<file path="src/hrhc_pkg.sv">
// ----------------------------------------------------------------------------
// hrhc_pkg
// Types and character constants for the HTTP request header checker.
// ----------------------------------------------------------------------------
package hrhc_pkg;

	typedef enum logic [4:0] {
		PH_REQ   = 5'b00001,
		PH_NAME  = 5'b00010,
		PH_VALUE = 5'b00100,
		PH_DONE  = 5'b01000,
		PH_BAD   = 5'b10000
	} phase_t;

	localparam logic [3:0] VER_LEN       = 4'd8;
	localparam logic [3:0] VER_MISMATCH  = 4'd15;
	localparam logic [2:0] NAME_LEN      = 3'd4;
	localparam logic [2:0] NAME_MISMATCH = 3'd7;

	localparam logic [7:0] CH_CR = 8'h0d;
	localparam logic [7:0] CH_LF = 8'h0a;

	typedef struct packed {
		phase_t     phase;
		logic [2:0] token_count;
		logic       inside_token;
		logic       method_upper_ok;
		logic       target_slash_ok;
		logic [3:0] ver_idx;
		logic [2:0] name_idx;
		logic       name_nonempty;
		logic       value_nonblank;
		logic       host_seen;
		logic       pending_cr;
		logic       line_empty;
	} state_t;

	localparam state_t STATE_RESET = '{
		phase:           PH_REQ,
		token_count:     3'd0,
		inside_token:    1'b0,
		method_upper_ok: 1'b1,
		target_slash_ok: 1'b0,
		ver_idx:         4'd0,
		name_idx:        3'd0,
		name_nonempty:   1'b0,
		value_nonblank:  1'b0,
		host_seen:       1'b0,
		pending_cr:      1'b0,
		line_empty:      1'b1
	};

endpackage

</file>
<file path="src/hrhc_update.sv">
// ----------------------------------------------------------------------------
// hrhc_update
// Per-byte next-state and verdict logic of the request header checker.
// ----------------------------------------------------------------------------
module hrhc_update (
	input  hrhc_pkg::state_t cur,
	input  logic [7:0]       data_byte,
	input  logic             final_byte,
	output hrhc_pkg::state_t nxt,
	output logic             bad
);
	import hrhc_pkg::*;

	localparam logic [7:0] VER_TEXT [8] = '{
		8'h48, 8'h54, 8'h54, 8'h50, 8'h2f, 8'h31, 8'h2e, 8'h31
	};
	localparam logic [7:0] HOST_TEXT [4] = '{8'h68, 8'h6f, 8'h73, 8'h74};

	function automatic logic is_ws(input logic [7:0] c);
		return c inside {8'h20, [8'h09:8'h0d]};
	endfunction

	function automatic logic is_upper(input logic [7:0] c);
		return c inside {[8'h41:8'h5a]};
	endfunction

	function automatic logic is_name_char(input logic [7:0] c);
		return c inside {[8'h41:8'h5a], [8'h61:8'h7a], [8'h30:8'h39], 8'h2d, 8'h5f};
	endfunction

	function automatic state_t start_line(input state_t s);
		state_t r;
		r = s;
		r.name_idx       = 3'd0;
		r.name_nonempty  = 1'b0;
		r.value_nonblank = 1'b0;
		r.line_empty     = 1'b1;
		return r;
	endfunction

	function automatic state_t take_data(input state_t s, input logic [7:0] c);
		state_t     r;
		logic [7:0] low;
		r   = s;
		low = is_upper(c) ? c + 8'd32 : c;
		case (s.phase)
			PH_REQ: begin
				r.line_empty = 1'b0;
				if (is_ws(c)) begin
					r.inside_token = 1'b0;
				end else begin
					if (!s.inside_token) begin
						r.inside_token = 1'b1;
						if (s.token_count < 3'd4)
							r.token_count = s.token_count + 3'd1;
						if (r.token_count == 3'd2)
							r.target_slash_ok = (c == 8'h2f);
					end
					if (r.token_count == 3'd1 && !is_upper(c))
						r.method_upper_ok = 1'b0;
					if (r.token_count == 3'd3) begin
						if (s.ver_idx < VER_LEN && c == VER_TEXT[s.ver_idx[2:0]])
							r.ver_idx = s.ver_idx + 4'd1;
						else
							r.ver_idx = VER_MISMATCH;
					end
				end
			end
			PH_NAME: begin
				r.line_empty = 1'b0;
				if (c == 8'h3a) begin
					r.phase = s.name_nonempty ? PH_VALUE : PH_BAD;
				end else if (is_name_char(c)) begin
					r.name_nonempty = 1'b1;
					if (s.name_idx < NAME_LEN && low == HOST_TEXT[s.name_idx[1:0]])
						r.name_idx = s.name_idx + 3'd1;
					else
						r.name_idx = NAME_MISMATCH;
				end else begin
					r.phase = PH_BAD;
				end
			end
			PH_VALUE: begin
				r.line_empty = 1'b0;
				if (c != 8'h20 && c != 8'h09)
					r.value_nonblank = 1'b1;
			end
			default: begin
				r = s;
			end
		endcase
		return r;
	endfunction

	function automatic state_t end_line(input state_t s);
		state_t r;
		r = s;
		case (s.phase)
			PH_REQ: begin
				r.phase = (s.token_count == 3'd3 && s.method_upper_ok &&
					s.target_slash_ok && s.ver_idx == VER_LEN) ? PH_NAME : PH_BAD;
				r = start_line(r);
			end
			PH_NAME: begin
				r.phase = s.line_empty ? PH_DONE : PH_BAD;
				r = start_line(r);
			end
			PH_VALUE: begin
				if (s.name_idx == NAME_LEN && s.value_nonblank)
					r.host_seen = 1'b1;
				r.phase = PH_NAME;
				r = start_line(r);
			end
			default: begin
				r = s;
			end
		endcase
		return r;
	endfunction

	state_t stepped;
	logic   line_open;

	always_comb begin
		stepped = cur;
		if (cur.phase inside {PH_REQ, PH_NAME, PH_VALUE}) begin
			if (cur.pending_cr) begin
				stepped.pending_cr = 1'b0;
				if (data_byte == CH_LF) begin
					stepped = end_line(stepped);
				end else begin
					stepped = take_data(stepped, CH_CR);
					if (data_byte == CH_CR)
						stepped.pending_cr = 1'b1;
					else
						stepped = take_data(stepped, data_byte);
				end
			end else if (data_byte == CH_CR) begin
				stepped.pending_cr = 1'b1;
			end else begin
				stepped = take_data(stepped, data_byte);
			end
		end
	end

	assign line_open = !((stepped.phase == PH_NAME || stepped.phase == PH_VALUE) &&
		stepped.line_empty && !stepped.pending_cr);

	always_comb begin
		if (stepped.phase == PH_DONE)
			bad = !stepped.host_seen;
		else if (!line_open)
			bad = !stepped.host_seen;
		else
			bad = 1'b1;
	end

	assign nxt = final_byte ? STATE_RESET : stepped;

endmodule

</file>
<file path="config.mk">
export PLATFORM = sky130hd
export DESIGN_NAME = hrhc_update
export DESIGN_NICKNAME = d
export VERILOG_FILES = /design/src/hrhc_pkg.sv /design/src/hrhc_update.sv
export SDC_FILE = /design/constraint.sdc
export NUM_CORES = 1
export LEC_CHECK = 0
export CORE_MARGIN = 1
export CORE_UTILIZATION = 30
export DETAILED_ROUTE_END_ITERATION = 16
export DONT_BUFFER_PORTS = 1
export PLACE_DENSITY = 0.5
export SLEW_MARGIN = 20
export SYNTH_ARGS = -nofsm -noshare
export SYNTH_HDL_FRONTEND = slang
export SYNTH_SLANG_ARGS = --single-unit
export TNS_END_PERCENT = 20
</file>
<file path="constraint.sdc">
create_clock -name vclk -period 3.1
set_input_delay 0.62 -clock vclk [all_inputs]
set_output_delay 0.62 -clock vclk [all_outputs]
set_load 0.01 [all_outputs]
</file>
Yosys cells after proc, flatten, opt, wreduce, memory -nomap -nowiden
Memory sizes are Yosys's and may differ from the RTL's.
Cells that the tools add are included.
{"block": "classes", "n_addsub": 7, "n_mul": 0, "n_div": 0, "n_lt_le_gt_ge": 18, "eq_ne": 31, "shifts": 0, "mux": 106, "bitwise": 4, "reduce_logical": 26}
{"op": "$mux W4", "n": 26}
{"op": "$mux W23", "n": 4}
{"op": "$mux W8", "n": 9}
{"op": "$mux W5", "n": 14}
{"op": "$pmux W23 S3", "n": 1}
{"op": "$mux W3", "n": 19}
{"op": "$mux W10", "n": 5}
{"op": "$mux W21", "n": 2}
{"op": "$bmux W8 S2", "n": 2}
{"op": "$eq A8 B6 Y1 const B", "n": 4}
{"op": "$eq A8 B8 Y1", "n": 4}
{"op": "$mux W1", "n": 21}
{"op": "$logic_and A1 B1 Y1", "n": 17}
{"op": "$eq A8 B4 Y1 const B", "n": 2}
{"op": "$ge A8 B7 Y1 const B", "n": 2}
{"op": "$le A8 B7 Y1 const B", "n": 2}
{"op": "$eq A3 B2 Y1 const B", "n": 5}
{"op": "$eq A5 B2 Y1 const B", "n": 3}
{"op": "$eq A5 B3 Y1 const B", "n": 3}
{"op": "$add A3 B1 Y3 const B", "n": 4}
{"op": "$lt A3 B3 Y1 const B", "n": 4}
{"op": "$mux W6", "n": 2}
{"op": "$eq A5 B1 Y1 const B", "n": 2}
{"op": "$add A4 B1 Y4 const B", "n": 2}
{"op": "other kinds (24)", "n": 33}
{"block": "word_totals", "reg_bits": 0, "latch_bits": 0, "mem_bits_rw": 0, "romBits": 128, "n_memories": 2}
{"memory": "(no name shown)", "depth": 8, "width": 8, "rd": 1, "rd_clocked_by_memory_dff": 0, "wr": 0, "line_no": "hrhc_update.sv:62", "source": "if (s.ver_idx < VER_LEN && c == VER_TEXT[s.ver_idx[2:0]])"}
{"memory": "(no name shown)", "depth": 8, "width": 8, "rd": 1, "rd_clocked_by_memory_dff": 0, "wr": 0, "line_no": "hrhc_update.sv:62"}

Logic depth before layout (Yosys ltp)
Gate-level depths: netlist (run 1).
{"block": "depth", "ltp_word": 36, "ltp_mapped": 10, "ltp_nobuf": 9}

Least setup slack after synthesis (run 1)
Ideal clock, no wire load.
{"block": "synth_timing", "path_kind": "input port to output port", "startpoint": "input port data_byte[1]", "endpoint": "output port bad", "t_arrival_ps": 2428, "required_ps": 2480, "setup_slack_ps": 52, "cell_stages": 8, "path_cell_list": "buf_2 or4_1 o22a_1 a21o_1 o21ai_1 and3b_4 mux2_4 o21ai_1"}
{"block": "synth_between", "elab_chain_cells": 16, "word_cells_on_any_way": 39}
{"item": "from (decl)", "line_no": "hrhc_update.sv:7", "source": "input logic [7:0] data_byte,"}
{"item": "$ge A8 B7 Y1 (tied with other cells)", "line_no": "hrhc_update.sv:28", "source": "return c inside {[8'h41:8'h5a], [8'h61:8'h7a], [8'h30:8'h39], 8'h2d, 8'h5f};"}
{"item": "$logic_and A1 B1 Y1", "line_no": "hrhc_update.sv:28"}
{"item": "$reduce_bool A5 Y1", "line_no": "hrhc_update.sv:28"}
{"item": "$mux W5", "line_no": "hrhc_update.sv:73", "source": "end else if (is_name_char(c)) begin"}
{"item": "$mux W5", "line_no": "hrhc_update.sv:71", "source": "if (c == 8'h3a) begin"}
{"item": "$mux W5", "line_no": "hrhc_update.sv:46", "source": "case (s.phase)"}
{"item": "$mux W21", "line_no": "hrhc_update.sv:133", "source": "if (data_byte == CH_CR)"}
{"item": "$mux W23", "line_no": "hrhc_update.sv:129", "source": "if (data_byte == CH_LF) begin"}
{"item": "$mux W23 *", "line_no": "hrhc_update.sv:127", "source": "if (cur.pending_cr) begin"}
{"item": "$mux W23 *", "line_no": "hrhc_update.sv:126", "source": "if (cur.phase inside {PH_REQ, PH_NAME, PH_VALUE}) begin"}
{"item": "$eq A5 B2 Y1 / $eq A5 B3 Y1 (equally long branches)", "line_no": "hrhc_update.sv:146", "source": "assign line_open = !((stepped.phase == PH_NAME || stepped.phase == PH_VALUE) &&"}
{"item": "$logic_or A1 B1 Y1", "line_no": "hrhc_update.sv:146"}
{"item": "$logic_and A1 B1 Y1", "line_no": "hrhc_update.sv:146"}
{"item": "$logic_and A1 B1 Y1", "line_no": "hrhc_update.sv:147", "source": "stepped.line_empty && !stepped.pending_cr);"}
{"item": "$mux W1", "line_no": "hrhc_update.sv:152", "source": "else if (!line_open)"}
{"item": "$mux W1 *", "line_no": "hrhc_update.sv:150", "source": "if (stepped.phase == PH_DONE)"}
{"item": "to (decl)", "line_no": "hrhc_update.sv:10", "source": "output logic bad"}
Every way passes the cells marked *; elsewhere a longest branch is shown, timed or not.

==> impl_metrics.toml, run 1 <==
[timing]
period_share_pct = 97.5
fmax_mhz = 331
tightest_slew_ps = 517
finalCriticalPeriod_ps = 3020
setup_viol = 0
slew_violations = 0
slew_headroom_pct = 64.7
final_hold_viol_count = 0
final.setup.tns_ps = 0

[floorplanning]
core_area_um2 = 4790
io-pin-count = 56
die_w_um = 72.9
start_util_pct = 31.5
chipHeight_um = 72.9
dieArea_um2 = 5310
rows = 25

[finish]
multi_input_area_um2 = 1360
antennaDiodeCount = 0
fillers = 549
stdcell_area_um2 = 1650
layout-drive-gt1-share_pct = 15.3
finalNonFillerCells = 303
design.seq.count = 0
final_cell_mix = "35 x nor2_1, 19 x buf_4, 18 x a21oi_1"
layout_commonest_cell = "nor2_1"
areaGrowthSynthToFinish_pct = 9.55
final_nets = 278
clkbuf_count = 0
regArea_um2 = 0

[min_path]
min_to = "nxt[2]"
hp-class = "input pin to output pin"
holdPathStages = 1
hp-start = "final_byte"

[placement]
routabilityCongestion = 0.842
dp_hpwl_um = 4100
placed_cells = 303
post_dp_cell_area_um2 = 1650
port-buffer-count = 0

[pwr]
comb_power_share_pct = 100.0
clkPwrFrac_pct = 0
intPower_w = 0.0000673
finalPower_w = 0.000145
cellPowerDensity_nw_per_um2 = 87.6
p_switching_w = 0.0000772
p_leak_nw = 0.613
seq_power_share_pct = 0
switching_share_pct = 53.4
ir_drop_mv = 0.0269

[global_routing]
gr-total-overflow = 0
grt_first_pass_wirelength_um = 7980
grt_pass1_vias = 1565
grtUsageTotal_pct = 18.6
grt_max_degree = 20
antenna_found_initial = 0

[critical_path]
crit_path_cell_trace = "or4_1, o22a_1, a21o_1, o311a_1, a211oi_2, nor2b_1"
slowest_delay_ps = 510
crit_buf_inv = 0
endpoint_kind = "output pin"
crit_type = "input pin to output pin"
critPathArrivalTime_ps = 2400
critPathSlowestCell = "or4_1"
start_kind = "input pin"
crit_path_max_fanout = 12
cp_data_required_time_ps = 2480
cp_top_family = "compound AO/OA/AOI/OAI gates"

[detailed_routing]
wire_per_inst_um = 16.5
vias = 1776
final_antenna_net_count = 0
first_pass_iters = 4
avgViaCountPerCell = 5.86
wirelength_um = 5000
drt-initial-drc-count = 93
drc = 0

[yosys]
netlist_area_um2 = 1510
avgSynthCellArea_um2 = 6.49
synth_nets = 272
yosys.area.top_type_share_pct = 8.72
syn_inst = 232
yosysWarnings = 0
synth_cell_types = 62
yosysSeqAreaShare_pct = 0
yosys.area.top_type = "nor2_1"
synth.area.top_cells = "nor2_1 8.7%, ha_1 6.6%, a21oi_1 6.0%, nand3_1 4.3%, inv_1 4.0%"

[clock_network]
postCtsHoldBufs = 0

[run]
drv_cap = 0

[outcome]
outcome = "finished clean"
==> repair_timing <==
item                       CTS  global route
gates resized for setup      0             1
setup endpoints to repair    0             1
buffers inserted             0             0
==> how the worst max path moves through the flow <==
| stage | from | to | slack [ps] | cells past startpoint |
|---|---|---|---|---|
| finish | data_byte[3] | nxt[22] | 80 | 6 |
| global route | data_byte[3] | nxt[22] | -10 | 6 |
| CTS | data_byte[3] | bad | 60 | 7 |
| detailed placement | data_byte[3] | bad | 60 | 7 |
| global placement | data_byte[3] | bad | 80 | 7 |
| floorplan | data_byte[1] | bad | 50 | 8 |
==> area by class of cell <==
class / count / area share, %
inverters: 16 / 3.64
multi-input cells: 201 / 82.6
well taps: 67 / 5.08
repair buffers: 19 / 8.64
==> cell families (layout without fill, tap and decap cells) <==
| logic type | after synthesis | count (layout) | synth area share, % |
|---|---|---|---|
| and+or+nand+nor | 111 | 111 | 42.1 |
| AOI/OAI and AO/OA | 75 | 75 | 36.9 |
| buffers and inverters | 31 | 35 | 9.72 |
| adders and majority gates | 8 | 8 | 6.64 |
| xor gates and xnor gates | 4 | 4 | 2.33 |
| muxes | 3 | 3 | 2.33 |
==> routing by layer <==
metal	global-route usage (%)	vias to the layer above	wire length, um
li1	-	888	-
met1	27.5	820	2300
met2	30.2	62	2290
met3	2.35	6	364
met4	0.871	0	49
met5	0	-	0
==> stage by stage <==
stage / utilization (%) / hold WS [ps] / worst slack (ps)
floorplan: - / 1320 / 51.9
finish: 34.5 / 1290 / 76.2
global placement: 34.4 / 1290 / 77.1
detailed placement: 34.4 / 1290 / 56.1
CTS: 34.4 / 1290 / 59.3
global route: 34.5 / 1290 / -13.4
==> power groups by stage <==
stage	registers (W)	clock network [W]	logic (W)
after floorplan	0	0	0.000135
after global placement	0	0	0.000144
after detailed placement	0	0	0.000144
after CTS	0	0	0.000144
after global routing	0	0	0.000161
final	0	0	0.000145
==> synth_stat cells, types with 3 or more instances <==
master,instances
a22oi_1,4
nand2_1,10
nand4_1,5
a2111oi_0,3
nor3b_1,3
inv_1,16
o21ai_0,8
nor2b_1,6
or3_1,3
a211oi_1,6
clkbuf_1,5
nand3_1,13
nor2_1,35
nand4b_1,3
a311oi_1,3
nand2b_1,4
buf_6,3
nor3_1,9
and3_1,3
a21o_1,4
buf_2,6
ha_1,8
a21oi_1,18
Note: power is estimated with default switching activity, not from simulation.
==> inputs of run 2 (changes only) <==
==> constraint.sdc (replaced) <==
create_clock -name vclk -period 3.65
set_input_delay 0.73 -clock vclk [all_inputs]
set_output_delay 0.73 -clock vclk [all_outputs]
set_load 0.01 [all_outputs]
==> run 2 against run 1 <==
- first-iteration DRC count up 8.6%
- die area unchanged
- sequential share of layout area unchanged
- non-clock buffer count down 15
- power down 22%
- critical path depth up 1
- clock-buffer cell count unchanged
==> impl_metrics.toml, run 2 (synthesis results as in run 1) <==
[finish]
areaGrowthSynthToFinish_pct = 1.83
design.seq.count = 0
final_cell_mix = "35 x nor2_1, 18 x a21oi_1, 16 x inv_1"
antennaDiodeCount = 0
regArea_um2 = 0
layout-drive-gt1-share_pct = 9.05
clkbuf_count = 0
final_nets = 263
layout_commonest_cell = "nor2_1"

[outcome]
outcome = "finished clean"

[critical_path]
crit_type = "input pin to output pin"
cp_data_required_time_ps = 2920
crit_buf_inv = 0
slowest_delay_ps = 550
crit_path_cell_trace = "or4_4, o311ai_4, nor3_1, a21oi_1, nor2_1, mux2_4, o21ai_1"
crit_path_max_fanout = 11
critPathSlowestCell = "or4_4"
start_kind = "input pin"
endpoint_kind = "output pin"
critPathArrivalTime_ps = 2600
cp_top_family = "compound AO/OA/AOI/OAI gates"

[run]
drv_cap = 0

[floorplanning]
die_w_um = 72.9
dieArea_um2 = 5310
start_util_pct = 31.5
io-pin-count = 56
chipHeight_um = 72.9
core_area_um2 = 4790
rows = 25

[pwr]
switching_share_pct = 56.4
seq_power_share_pct = 0
ir_drop_mv = 0.0235
p_switching_w = 0.0000633
comb_power_share_pct = 100.0
clkPwrFrac_pct = 0
finalPower_w = 0.000112
p_leak_nw = 0.539
intPower_w = 0.0000490
cellPowerDensity_nw_per_um2 = 73.2

[timing]
slew_headroom_pct = 62.2
fmax_mhz = 300
period_share_pct = 91.3
rsz0062_at_grt = "no"
tightest_slew_ps = 552
setup_viol = 0
slew_violations = 0
finalCriticalPeriod_ps = 3330
final.setup.tns_ps = 0
final_hold_viol_count = 0

[placement]
port-buffer-count = 0
routabilityCongestion = 0.870
dp_hpwl_um = 3920

[detailed_routing]
routed.top_layer = "met4"
drt-initial-drc-count = 101
wirelength_um = 4890
first_pass_iters = 4
vias = 1694
wl_met3_um = 308
drt-met1-wl_um = 2310
wire_per_inst_um = 17.0
avgViaCountPerCell = 5.88
final_antenna_net_count = 0
wl_met2_um = 2250
drc = 0

[global_routing]
grt_pass1_vias = 1547
gr-total-overflow = 0
grt_first_pass_wirelength_um = 7670
antenna_found_initial = 0
grt_max_degree = 20
grtUsageTotal_pct = 17.7

[clock_network]
postCtsSetupBuffers = 0
post_cts_resized = 0
postCtsHoldBufs = 0

[min_path]
hp-start = "final_byte"
hp-class = "input pin to output pin"
holdPathStages = 1
min_to = "nxt[10]"
## run 2: changes by cell type in the layout (fill, tap and decap cells not counted)
| cell | delta |
|---|---|
| o21ai_1 | +1 |
| o21ai_2 | -1 |
| buf_4 | -15 |
## run 2: worst max-delay path by stage
stage	slack (ps)	cells past startpoint	start	end
3_3_place_gp	300	7	data_byte[7]	bad
5_1_grt	110	7	cur[18]	nxt[10]
6_report	320	7	data_byte[7]	bad
2_1_floorplan	380	8	data_byte[1]	bad
3_5_place_dp	300	7	data_byte[7]	bad
4_1_cts	300	7	data_byte[7]	bad
## run 2: routing by layer
layer	global-route usage [%]	vias up
li1	-	853
met2	30.1	46
met3	2.21	2
met1	24.9	793
met4	0.871	0
met5	0	-
## run 2: metrics by stage
stage | utilization, % | instance area, um2 | hold WS (ps) | std cells | setup WS [ps]
finish | 32.1 | 1530 | 1510 | 288 | 318
global route | 32.1 | 1530 | 1510 | 288 | 114
CTS | 32.1 | 1530 | 1510 | 288 | 305
detailed placement | 32.1 | 1530 | 1510 | 288 | 302
global placement | 32.1 | 1530 | 1510 | 288 | 300
floorplan | - | 1510 | 1540 | 232 | 382
## run 2: cell type report
type                            instances  area [um2]
Tap cell                               67        83.8
Multi-Input combinational cell        201        1360
Fill cell                             546        3250
Timing Repair Buffer                    4        30.0
Inverter                               16        60.1
## run 2: power by group through the flow
stage          clock network (W)  logic (W)  registers [W]
6_report                       0   0.000112              0
4_1_cts                        0   0.000113              0
3_3_place_gp                   0   0.000112              0
2_1_floorplan                  0   0.000115              0
3_5_place_dp                   0   0.000112              0
5_1_grt                        0   0.000125              0
==> inputs of run 3 (changes only) <==
--- a/config.mk
+++ b/config.mk
@@ -5,6 +5,7 @@
 export SDC_FILE = /design/constraint.sdc
 export NUM_CORES = 1
 export LEC_CHECK = 0
+export CORE_ASPECT_RATIO = 1.5
 export CORE_MARGIN = 1
 export CORE_UTILIZATION = 30
 export DETAILED_ROUTE_END_ITERATION = 16
==> constraint.sdc (replaced) <==
create_clock -name vclk -period 3.65
set_input_delay 0.1825 -clock vclk [all_inputs]
set_output_delay 0.1825 -clock vclk [all_outputs]
set_load 0.01 [all_outputs]
==> run 3 against run 2 <==
- via count down 0.77%
- clock-buffer cell count did not move
- routed wire length decreased by 3.9%
- sequential cell count unchanged
- die area up 0.11%
- critical path type unchanged
- critical endpoint unchanged
- highest routed layer unchanged
==> impl_metrics.toml, run 3 (synthesis results as in run 1) <==
[critical_path]
critPathArrivalTime_ps = 2180
crit_path_cell_trace = "inv_1, ha_1, inv_1, nor4b_1, nor3_1, a2111oi_0, a211oi_2, a211oi_1, o21ai_1"
crit_buf_inv = 2
start_kind = "input pin"
critPathSlowestCell = "a2111oi_0"
crit_path_max_fanout = 7
endpoint_kind = "output pin"
crit_type = "input pin to output pin"
crit_top_cell = "inv_1"
cp_top_family = "compound AO/OA/AOI/OAI gates"
slowest_delay_ps = 550
cp_data_required_time_ps = 3470

[finish]
clkbuf_count = 0
final_nets = 259
layout-drive-gt1-share_pct = 7.37
areaGrowthSynthToFinish_pct = -0.249
design.seq.count = 0
antennaDiodeCount = 0
final_cell_mix = "35 x nor2_1, 18 x a21oi_1, 16 x inv_1"
regArea_um2 = 0
layout_commonest_cell = "nor2_1"

[detailed_routing]
avgViaCountPerCell = 5.94
drt-initial-drc-count = 60
drc = 0
wire_per_inst_um = 16.6
vias = 1681
first_pass_iters = 4
final_antenna_net_count = 0
wirelength_um = 4690

[floorplanning]
core_area_um2 = 4810
start_util_pct = 31.3
chipHeight_um = 88.8
io-pin-count = 56
dieArea_um2 = 5310
rows = 31
die_w_um = 59.9

[global_routing]
grt_first_pass_wirelength_um = 7430
grt_pass1_vias = 1628
grtUsageTotal_pct = 17.2
use_met2_pct = 32.4
antenna_found_initial = 0
grt_util_met3_pct = 2.78
grt-busiest-layer = "met2"
grt_max_degree = 20
gr-total-overflow = 0
grt_use_met1_pct = 19.7

[min_path]
hp-class = "input pin to output pin"

[clock_network]
postCtsHoldBufs = 0
postCtsSetupBuffers = 0
post_cts_resized = 0

[timing]
slew_headroom_pct = 48.7
tightest_slew_ps = 765
slew_violations = 0
rsz0062_at_grt = "no"
final_hold_viol_count = 0
final.setup.tns_ps = 0
period_share_pct = 64.9
fmax_mhz = 422
setup_viol = 0
finalCriticalPeriod_ps = 2370

[run]
drv_cap = 0

[pwr]
p_leak_nw = 0.519
finalPower_w = 0.000109
ir_drop_mv = 0.0144
cellPowerDensity_nw_per_um2 = 72.5

[outcome]
outcome = "finished clean"

[placement]
dp_hpwl_um = 3790
port-buffer-count = 0
routabilityCongestion = 0.858
[run 3: cell type report]
type               count  area, um2
multi-input cells    201       1360
inverters             16       60.1
well taps             66       82.6
fillers              546       3310
[run 3: worst paths after layout]
path | end | startpoint | cells after the start
max | bad | cur[8] | 9
min | nxt[10] | final_byte | 1
[run 3: power by group]
| group | switching [W] | internal [W] |
|---|---|---|
| Sequential | 0 | 0 |
| Clock | 0 | 0 |
| Combinational | 0.0000622 | 0.0000468 |
| Total | 0.0000622 | 0.0000468 |
[run 3: routing by layer]
layer	routed length, um	up-vias	share of wire [%]
met1	1870	784	40
li1	-	851	-
met4	78	0	1.7
met3	227	6	4.8
met2	2520	40	54
met5	0	-	0
[run 3: stage by stage]
step / std cells / hold slack, ps / utilization, % / cell area [um2] / worst slack, ps
detailed placement: 283 / 416 / 31.2 / 1500 / 1300
global placement: 283 / 416 / 31.2 / 1500 / 1280
CTS: 283 / 416 / 31.2 / 1500 / 1300
finish: 283 / 415 / 31.2 / 1500 / 1280
global route: 283 / 420 / 31.2 / 1500 / 1100
floorplan: 232 / 448 / - / 1510 / 1480
